### src/mwt_pkg.sv
// ----------------------------------------------------------------------------
// mwt_pkg
// Shared types and constants of the prefix max-weight trie block.
// ----------------------------------------------------------------------------
package mwt_pkg;

   localparam int DEF_NODE_COUNT  = 4096;
   localparam int DEF_ALPHABET    = 26;
   localparam int DEF_WEIGHT_BITS = 20;

   localparam int LETTER_BITS    = 5;
   localparam int IN_WEIGHT_BITS = 20;
   localparam int BEST_BITS      = 21;

   localparam logic FUNC_INSERT = 1'b0;
   localparam logic FUNC_QUERY  = 1'b1;

   typedef struct packed {
      logic                      func;
      logic [LETTER_BITS-1:0]    letter;
      logic                      first_letter;
      logic                      last_letter;
      logic [IN_WEIGHT_BITS-1:0] entry_weight;
   } req_type;

   typedef struct packed {
      logic signed [BEST_BITS-1:0] best_weight;
      logic                        pool_full;
   } rsp_type;

   typedef enum logic [1:0] {
      ST_CLEAR,
      ST_IDLE,
      ST_STEP
   } state_type;

   typedef struct packed {
      logic clear_write;
      logic accept;
      logic execute;
   } ctl_cmd_type;

   typedef struct packed {
      logic clear_done;
      logic item_last;
   } dp_status_type;

endpackage

### src/mwt_ctrl.sv
// ----------------------------------------------------------------------------
// mwt_ctrl
// Sequencer: clearing pass after reset, then accept / execute per letter,
// and the valid flag of the result register.
// ----------------------------------------------------------------------------
module mwt_ctrl (
   input  logic                   clock,
   input  logic                   reset,
   input  logic                   req_valid,
   output logic                   req_ready,
   output logic                   rsp_valid,
   input  logic                   rsp_ready,
   output mwt_pkg::ctl_cmd_type   cmd,
   input  mwt_pkg::dp_status_type status
);

   import mwt_pkg::*;

   state_type state_ff;
   state_type state_in;
   logic      rsp_valid_ff;
   logic      rsp_valid_in;
   logic      hold;

   // A last letter waits while the previous result still sits unclaimed.
   assign hold = status.item_last && rsp_valid_ff && !rsp_ready;

   always_ff @(posedge clock) begin
      if (reset) begin
         state_ff     <= ST_CLEAR;
         rsp_valid_ff <= 1'b0;
      end else begin
         state_ff     <= state_in;
         rsp_valid_ff <= rsp_valid_in;
      end
   end

   always_comb begin
      state_in = state_ff;
      case (state_ff)
         ST_CLEAR: begin
            if (status.clear_done) begin
               state_in = ST_IDLE;
            end
         end
         ST_IDLE: begin
            if (req_valid) begin
               state_in = ST_STEP;
            end
         end
         ST_STEP: begin
            if (!hold) begin
               state_in = ST_IDLE;
            end
         end
         default: begin
            state_in = ST_CLEAR;
         end
      endcase
   end

   always_comb begin
      cmd.clear_write = 1'b0;
      cmd.accept      = 1'b0;
      cmd.execute     = 1'b0;
      req_ready       = 1'b0;
      case (state_ff)
         ST_CLEAR: begin
            cmd.clear_write = 1'b1;
         end
         ST_IDLE: begin
            req_ready  = 1'b1;
            cmd.accept = req_valid;
         end
         ST_STEP: begin
            cmd.execute = !hold;
         end
         default: begin
            cmd.clear_write = 1'b0;
         end
      endcase
   end

   always_comb begin
      if (cmd.execute && status.item_last) begin
         rsp_valid_in = 1'b1;
      end else if (rsp_ready) begin
         rsp_valid_in = 1'b0;
      end else begin
         rsp_valid_in = rsp_valid_ff;
      end
   end

   assign rsp_valid = rsp_valid_ff;

endmodule

### config.mk
export PLATFORM = sky130hd
export DESIGN_NAME = mwt_ctrl
export DESIGN_NICKNAME = d
export VERILOG_FILES = /design/src/mwt_pkg.sv /design/src/mwt_ctrl.sv
export SDC_FILE = /design/constraint.sdc
export NUM_CORES = 1
export LEC_CHECK = 0
export BUFFER_PORTS_ARGS = -buffer_cell sky130_fd_sc_hd__buf_2
export CORE_AREA = 4 4 41 43
export CTS_CLUSTER_SIZE = 24
export DETAILED_ROUTE_END_ITERATION = 7
export DIE_AREA = 0 0 45 47
export PLACE_DENSITY = 0.34
export SYNTH_ARGS = -nofsm -noshare
export SYNTH_HDL_FRONTEND = slang
export SYNTH_SLANG_ARGS = --single-unit
### constraint.sdc
create_clock -name clock -period 1.3 [get_ports clock]
set_input_delay 0.325 -clock clock [delete_from_list [all_inputs] [get_ports clock]]
set_output_delay 0.325 -clock clock [all_outputs]
set_load 0.1 [all_outputs]
==> results of run 1 <==
==> area by class of cell <==
type / count / area, sq um / area share
clock buffer: 4 / 26.3 / 0.0625
multi-input combinational: 16 / 138 / 0.327
sequential: 3 / 71.3 / 0.170
tap: 15 / 18.8 / 0.0446
timing repair buffer: 15 / 166 / 0.396
==> synthesized netlist by cell type <==
cell type and number:
a21oi_1 1, and3b_1 1, and2_1 1, nand2b_1 1, o32ai_1 1, or2_2 1, o22ai_1 1, dfxtp_1 3
and2b_2 1, nor3b_1 1, nand3b_1 2, nand2_1 1, nor2_1 3, or3b_1 1
==> stage by stage <==
step | hold slack (ps) | worst slack [ps] | setup TNS [ps]
finish | 269 | -214 | -237
global route | 279 | -249 | -358
CTS | 261 | -235 | -292
global placement | 502 | -90.6 | -90.6
floorplan | 384 | -571 | -586
detailed placement | 511 | -106 | -106
==> layer usage <==
| metal | GRT usage | routed length (um) | vias up |
|---|---|---|---|
| met5 | 0 | 0 | - |
| met4 | 0.105 | 14 | 0 |
| met3 | 0.0153 | 44 | 2 |
| met2 | 0.0989 | 273 | 10 |
| met1 | 0.0609 | 188 | 96 |
| li1 | - | - | 108 |
==> worst min-delay path by stage <==
stage	endpoint	slack [ps]	cells after the start
floorplan	rsp_valid$_SDFFE_PP0P_	380	1
global placement	rsp_valid$_SDFFE_PP0P_	500	2
detailed placement	rsp_valid$_SDFFE_PP0P_	510	2
CTS	rsp_valid$_SDFFE_PP0P_	260	2
global route	rsp_valid$_SDFFE_PP0P_	280	2
finish	rsp_valid$_SDFFE_PP0P_	270	2
==> state kept, by name, summed over array words and instances (netlist names) <==
signal     flops
state_ff       2
rsp_valid      1
==> power by group through the flow <==
stage	logic [mW]	registers, mW	clock network, mW
4_1_cts	0.192	0.106	0.171
6_report	0.191	0.107	0.160
2_1_floorplan	0.107	0.113	0
5_1_grt	0.199	0.109	0.177
3_3_place_gp	0.180	0.110	0
3_5_place_dp	0.182	0.110	0
==> kinds of logic (layout without fill, tap and decap cells) <==
group,after synthesis,in the layout,share of synthesized area
and+or+nand+nor,13,13,0.508
DFF,3,3,0.369
AOI/OAI and AO/OA,3,3,0.123
buffers and inverters,0,19,0
==> what timing repair did <==
action                                  CTS  global route
buffers inserted                          2             0
pin swaps                                 4             0
gates resized for setup                   5             1
endpoints found under the setup margin    4             4
==> impl_metrics.prom, run 1 <==
# TYPE chip_impl_metric gauge
chip_impl_metric{name="cp.buffers_inverters",unit=""} 1
chip_impl_metric{name="synthCells",unit=""} 19
chip_impl_info{name="crit-reg2reg-launch",value="state_ff[0]$_SDFFE_PP0P_"} 1
chip_impl_metric{name="cp.depth",unit=""} 3
chip_impl_info{name="synth_largest_area_cell",value="dfxtp_1"} 1
chip_impl_metric{name="r2r_slack",unit="ps"} 180
chip_impl_metric{name="pin_count",unit=""} 11
chip_impl_metric{name="antenna_found_initial",unit=""} 0
chip_impl_metric{name="crit_required",unit="ps"} 980
chip_impl_metric{name="power.leakage",unit="nW"} 0.179
chip_impl_info{name="worstSetupEndpointType",value="output port"} 1
chip_impl_metric{name="crit_path_max_incr_delay",unit="ps"} 330
chip_impl_metric{name="design_area",unit="sq um"} 420
chip_impl_metric{name="cts_made_buffers",unit=""} 3
chip_impl_metric{name="global_route_wire_length_before_repair",unit="um"} 910
chip_impl_metric{name="placed_cells_incl_taps",unit=""} 47
chip_impl_metric{name="port_buffers",unit=""} 10
chip_impl_info{name="crit_slowest_cell",value="dfxtp_4"} 1
chip_impl_metric{name="worstMarginPinSlew",unit="ps"} 203
chip_impl_metric{name="syn2layout_area_growth",unit="%"} 158
chip_impl_metric{name="n_fill_cell",unit=""} 149
chip_impl_metric{name="placementRows",unit=""} 13
chip_impl_info{name="worst_r2r_endpoint",value="state_ff[0]$_SDFFE_PP0P_"} 1
chip_impl_metric{name="cts-htree-levels",unit=""} 1
chip_impl_metric{name="mappedNetlistNets",unit=""} 25
chip_impl_metric{name="finalWeightedCongestion",unit=""} 0.656
chip_impl_metric{name="p_total",unit="mW"} 0.459
chip_impl_metric{name="worstRegToRegCells",unit=""} 3
chip_impl_metric{name="finish.cell_count_without_fillers",unit=""} 53
chip_impl_metric{name="clock_latency_at_the_later_pin_of_the_worst_skew_pair",unit="ps"} 230
chip_impl_metric{name="maxCapViolations",unit=""} 0
chip_impl_metric{name="worst_vdd_ir",unit="uV"} 386
chip_impl_metric{name="post-route-worst-setup-slack",unit="ps"} -214
chip_impl_info{name="timing.critical_path.cells",value="and3b_2 -> nor3b_4 -> buf_12"} 1
chip_impl_metric{name="floorplan.initialDensity",unit=""} 0.125
chip_impl_metric{name="combinationalPowerShare",unit=""} 0.417
chip_impl_info{name="status",value="complete, but fails checks"} 1
chip_impl_info{name="setup.worst_path.start_class",value="flip-flop"} 1
chip_impl_metric{name="seqPwrFrac",unit=""} 0.234
chip_impl_metric{name="worst_setup_hold_path_clk_slew",unit="ps"} 30
chip_impl_metric{name="drtIter0Drc",unit=""} 0
chip_impl_metric{name="postSynthRegisterBits",unit=""} 3
chip_impl_metric{name="synth_warnings",unit=""} 0
chip_impl_metric{name="netlist-cell-type-count",unit=""} 14
chip_impl_info{name="final_cell_mix",value="5 x buf_2, 5 x buf_12, 4 x buf_4, 3 x clkbuf_4, 3 x dfxtp_4"} 1
chip_impl_metric{name="number_of_optimization_iterations_in_the_first_detailed_route_pass",unit=""} 1
chip_impl_metric{name="timing.clock.skew",unit="ps"} 1.75
chip_impl_metric{name="holdBufCountCts",unit=""} 0
chip_impl_metric{name="power.share.switching",unit=""} 0.372
chip_impl_metric{name="via_per_inst",unit=""} 4.08
chip_impl_metric{name="timing.fmax",unit="GHz"} 0.660
chip_impl_metric{name="first_global_vias",unit=""} 238
chip_impl_info{name="ctsRootBufferMaster",value="clkbuf_4"} 1
chip_impl_metric{name="antenna_violating_nets_post_route",unit=""} 0
chip_impl_metric{name="number_of_nets_in_the_final_layout",unit=""} 45
chip_impl_metric{name="wp_data_arrival",unit="ps"} 1190
chip_impl_metric{name="hold_viol_final",unit=""} 0
chip_impl_metric{name="finalWirelength",unit="um"} 521
chip_impl_metric{name="dpl_cell_area",unit="sq um"} 363
chip_impl_metric{name="floorplan.die.height",unit="um"} 47
chip_impl_metric{name="n_antenna_cell",unit=""} 0
chip_impl_metric{name="grtUsageTotal",unit=""} 0.0662
chip_impl_metric{name="final_min_period_over_clock_period",unit=""} 1.16
chip_impl_metric{name="dr_total_vias",unit=""} 216
chip_impl_metric{name="grt_max_degree",unit=""} 7
chip_impl_info{name="violations",value="negative setup slack"} 1
chip_impl_metric{name="synth.cell_area",unit="sq um"} 163
chip_impl_metric{name="die_w",unit="um"} 45
chip_impl_metric{name="path_max_fanout",unit=""} 2
chip_impl_metric{name="final_number_of_max_transition_violations",unit=""} 0
chip_impl_metric{name="finalCoreUtilization",unit=""} 0.323
chip_impl_metric{name="layout-drive-gt1-share",unit=""} 0.737
chip_impl_metric{name="syn_avg_cell_area",unit="sq um"} 8.56
chip_impl_metric{name="synthDominantCellAreaShare",unit=""} 0.369
chip_impl_metric{name="floorplan.die_area",unit="sq um"} 2120
chip_impl_info{name="worst-setup-path-type",value="reg2out"} 1
chip_impl_metric{name="core",unit="sq um"} 1300
chip_impl_info{name="hold_path_class",value="in2reg"} 1
chip_impl_metric{name="power_density",unit="nW/um^2"} 1090
chip_impl_metric{name="grt_remaining_overflow",unit=""} 0
chip_impl_info{name="tritoncts",value="yes"} 1
chip_impl_metric{name="wirelength_per_cell",unit="um"} 9.83
chip_impl_metric{name="pwr-share-clk",unit=""} 0.349
chip_impl_info{name="crit_start",value="rsp_valid$_SDFFE_PP0P_"} 1
chip_impl_metric{name="drc",unit=""} 0
chip_impl_info{name="worstHoldStart",value="reset"} 1
chip_impl_metric{name="final-setup-viol-count",unit=""} 3
chip_impl_info{name="critPathTopFamily",value="simple AND/OR/NAND/NOR gates"} 1
chip_impl_info{name="cp-endpoint",value="cmd[0]"} 1
chip_impl_metric{name="reported_net_switching_power",unit="mW"} 0.171
chip_impl_metric{name="clkSinkCount",unit=""} 3
chip_impl_info{name="synth_top_cells_by_area",value="dfxtp_1 37%, nand3b_1 9.2%, nor2_1 6.9%, and2b_2 5.4%, and3b_1 5.4%"} 1
chip_impl_metric{name="power.internal",unit="mW"} 0.288
chip_impl_metric{name="cts.path.max_buffers",unit=""} 2
chip_impl_metric{name="fin_crit",unit="ps"} 1510
chip_impl_metric{name="synth_sequential_area_ratio",unit=""} 0.369
chip_impl_info{name="setup_repair_after_global_routing_missed_its_margin",value="yes"} 1
chip_impl_metric{name="max-slew-margin-rel",unit=""} 0.864
Power figures use the tool's default switching activity.
==> run 2: changes to the inputs <==
==> constraint.sdc (replaced) <==
create_clock -name clock -period 1.8 [get_ports clock]
set_input_delay 0.45 -clock clock [delete_from_list [all_inputs] [get_ports clock]]
set_output_delay 0.45 -clock clock [all_outputs]
set_load 0.1 [all_outputs]
==> impl_metrics.prom, run 2 (synthesis results as in run 1) <==
# TYPE chip_impl_metric gauge
chip_impl_metric{name="layout-drive-gt1-share",unit=""} 0.576
chip_impl_metric{name="hold_viol_final",unit=""} 0
chip_impl_metric{name="first_global_vias",unit=""} 172
chip_impl_metric{name="grtUsageTotal",unit=""} 0.0513
chip_impl_metric{name="fin_crit",unit="ps"} 1650
chip_impl_metric{name="place_worst_setup_slack",unit="ps"} 141
chip_impl_metric{name="flip_flop_count_of_the_largest_register_after_layout",unit=""} 2
chip_impl_info{name="status",value="finished clean"} 1
chip_impl_metric{name="drc",unit=""} 0
chip_impl_info{name="ctsRootBufferMaster",value="clkbuf_4"} 1
chip_impl_metric{name="clkSinkCount",unit=""} 3
chip_impl_metric{name="pin_count",unit=""} 11
chip_impl_metric{name="grt_remaining_overflow",unit=""} 0
chip_impl_info{name="mostFrequentLayoutCell",value="buf_2"} 1
chip_impl_metric{name="worstMarginPinSlew",unit="ps"} 486
chip_impl_metric{name="cts_resized",unit=""} 0
chip_impl_metric{name="floorplan.initialDensity",unit=""} 0.125
chip_impl_metric{name="final_number_of_max_transition_violations",unit=""} 0
chip_impl_metric{name="timing.fmax",unit="GHz"} 0.606
chip_impl_metric{name="final.hold.worst_slack",unit="ps"} 396
chip_impl_info{name="setup_repair_after_global_routing_missed_its_margin",value="no"} 1
chip_impl_metric{name="number_of_optimization_iterations_in_the_first_detailed_route_pass",unit=""} 2
chip_impl_metric{name="power.leakage",unit="nW"} 0.133
chip_impl_metric{name="place_hpwl",unit="um"} 363
chip_impl_metric{name="crit_required",unit="ps"} 1350
chip_impl_metric{name="final-setup-viol-count",unit=""} 0
chip_impl_info{name="setup.worst_path.start_class",value="flip-flop"} 1
chip_impl_metric{name="antenna_found_initial",unit=""} 0
chip_impl_metric{name="cts-htree-levels",unit=""} 1
chip_impl_metric{name="cts_made_buffers",unit=""} 3
chip_impl_info{name="final_cell_mix",value="7 x buf_2, 3 x clkbuf_4, 3 x buf_12"} 1
chip_impl_metric{name="worst_setup_hold_path_clk_slew",unit="ps"} 40
chip_impl_metric{name="holdBufCountCts",unit=""} 0
chip_impl_metric{name="drtIter0Drc",unit=""} 1
chip_impl_metric{name="max-slew-margin-rel",unit=""} 0.678
chip_impl_metric{name="port_buffers",unit=""} 10
chip_impl_metric{name="floorplan.die_area",unit="sq um"} 2120
chip_impl_metric{name="dpl_cell_area",unit="sq um"} 294
chip_impl_metric{name="power.share.switching",unit=""} 0.381
chip_impl_metric{name="wp_data_arrival",unit="ps"} 1200
chip_impl_metric{name="power_density",unit="nW/um^2"} 955
chip_impl_metric{name="clock_latency_at_the_later_pin_of_the_worst_skew_pair",unit="ps"} 230
chip_impl_metric{name="power.internal",unit="mW"} 0.189
chip_impl_metric{name="cts.path.max_buffers",unit=""} 2
chip_impl_metric{name="die_w",unit="um"} 45
chip_impl_metric{name="floorplan.die.height",unit="um"} 47
chip_impl_metric{name="pwr-share-clk",unit=""} 0.382
chip_impl_metric{name="n_antenna_cell",unit=""} 0
chip_impl_info{name="tritoncts",value="yes"} 1
chip_impl_metric{name="timing.clock.skew",unit="ps"} 0.677
chip_impl_metric{name="grt_max_degree",unit=""} 9
chip_impl_metric{name="worst_vdd_ir",unit="uV"} 317
chip_impl_info{name="hold_path_class",value="in2reg"} 1
chip_impl_metric{name="design_area",unit="sq um"} 320
chip_impl_metric{name="final_min_period_over_clock_period",unit=""} 0.916
chip_impl_metric{name="seqPwrFrac",unit=""} 0.256
chip_impl_metric{name="finalWeightedCongestion",unit=""} 0.726
chip_impl_metric{name="cts_post_setup_buffers_inserted",unit=""} 0
chip_impl_metric{name="reported_net_switching_power",unit="mW"} 0.117
chip_impl_metric{name="path_max_fanout",unit=""} 4
chip_impl_metric{name="global_route_wire_length_before_repair",unit="um"} 683
chip_impl_info{name="worstSetupEndpointType",value="output port"} 1
chip_impl_metric{name="combinationalPowerShare",unit=""} 0.361
chip_impl_info{name="worst-setup-path-type",value="reg2out"} 1
chip_impl_metric{name="number_of_nets_in_the_final_layout",unit=""} 40
chip_impl_metric{name="antenna_violating_nets_post_route",unit=""} 0
chip_impl_metric{name="setup_tns",unit="ps"} 0
chip_impl_metric{name="finalCoreUtilization",unit=""} 0.246
chip_impl_metric{name="maxCapViolations",unit=""} 0
chip_impl_metric{name="post-route-worst-setup-slack",unit="ps"} 151
chip_impl_metric{name="wirelength_per_cell",unit="um"} 9.23
chip_impl_metric{name="finalWirelength",unit="um"} 443
chip_impl_metric{name="placementRows",unit=""} 13
chip_impl_metric{name="core",unit="sq um"} 1300
chip_impl_info{name="largest-register",value="state_ff"} 1
chip_impl_metric{name="dr_total_vias",unit=""} 181
chip_impl_metric{name="via_per_inst",unit=""} 3.77
chip_impl_metric{name="syn2layout_area_growth",unit="%"} 96.9
run 2: per-stage QoR:
| stage | instances | power [mW] |
|---|---|---|
| finish | 48 | 0.306 |
| CTS | 48 | 0.315 |
| floorplan | 19 | 0.155 |
| detailed placement | 44 | 0.191 |
| global route | 48 | 0.326 |
| global placement | 44 | 0.191 |
run 2: path summary, 6_finish.rpt:
kind | start | end | slack, ps | cells past startpoint
worst max-delay path | rsp_valid$_SDFFE_PP0P_ | cmd[0] | 150 | 3
worst min register to register | rsp_valid$_SDFFE_PP0P_ | rsp_valid$_SDFFE_PP0P_ | 480 | 2
worst min-delay path | reset | rsp_valid$_SDFFE_PP0P_ | 400 | 2
worst max register to register | state_ff[1]$_SDFFE_PP0P_ | state_ff[0]$_SDFFE_PP0P_ | 740 | 2
run 2: cell type report:
type / instances / area (sq um)
Clock buffer: 4 / 26.3
Fill cell: 151 / 981
Multi-Input combinational cell: 16 / 119
Sequential cell: 3 / 61.3
Tap cell: 15 / 18.8
Timing Repair Buffer: 10 / 95.1
run 2: per-layer routing:
| layer | GRT usage | share of wire | up-vias |
|---|---|---|---|
| li1 | - | - | 97 |
| met1 | 0.0543 | 0.42 | 76 |
| met2 | 0.0621 | 0.44 | 8 |
| met3 | 0.0268 | 0.14 | 0 |
| met4 | 0.0702 | 0 | 0 |
| met5 | 0 | 0 | - |
run 2: power groups by stage:
stage	clock network [mW]	logic (mW)	registers, mW
floorplan	0	0.0745	0.0807
finish	0.117	0.111	0.0784
global route	0.134	0.114	0.0794
CTS	0.125	0.111	0.0786
detailed placement	0	0.111	0.0798
global placement	0	0.111	0.0796
run 2: worst max-delay path, cell delays in order, from the launching register on:
cell and delay [ps]:
dfxtp_2 320, and3b_1 210, nor3b_4 240, buf_12 200
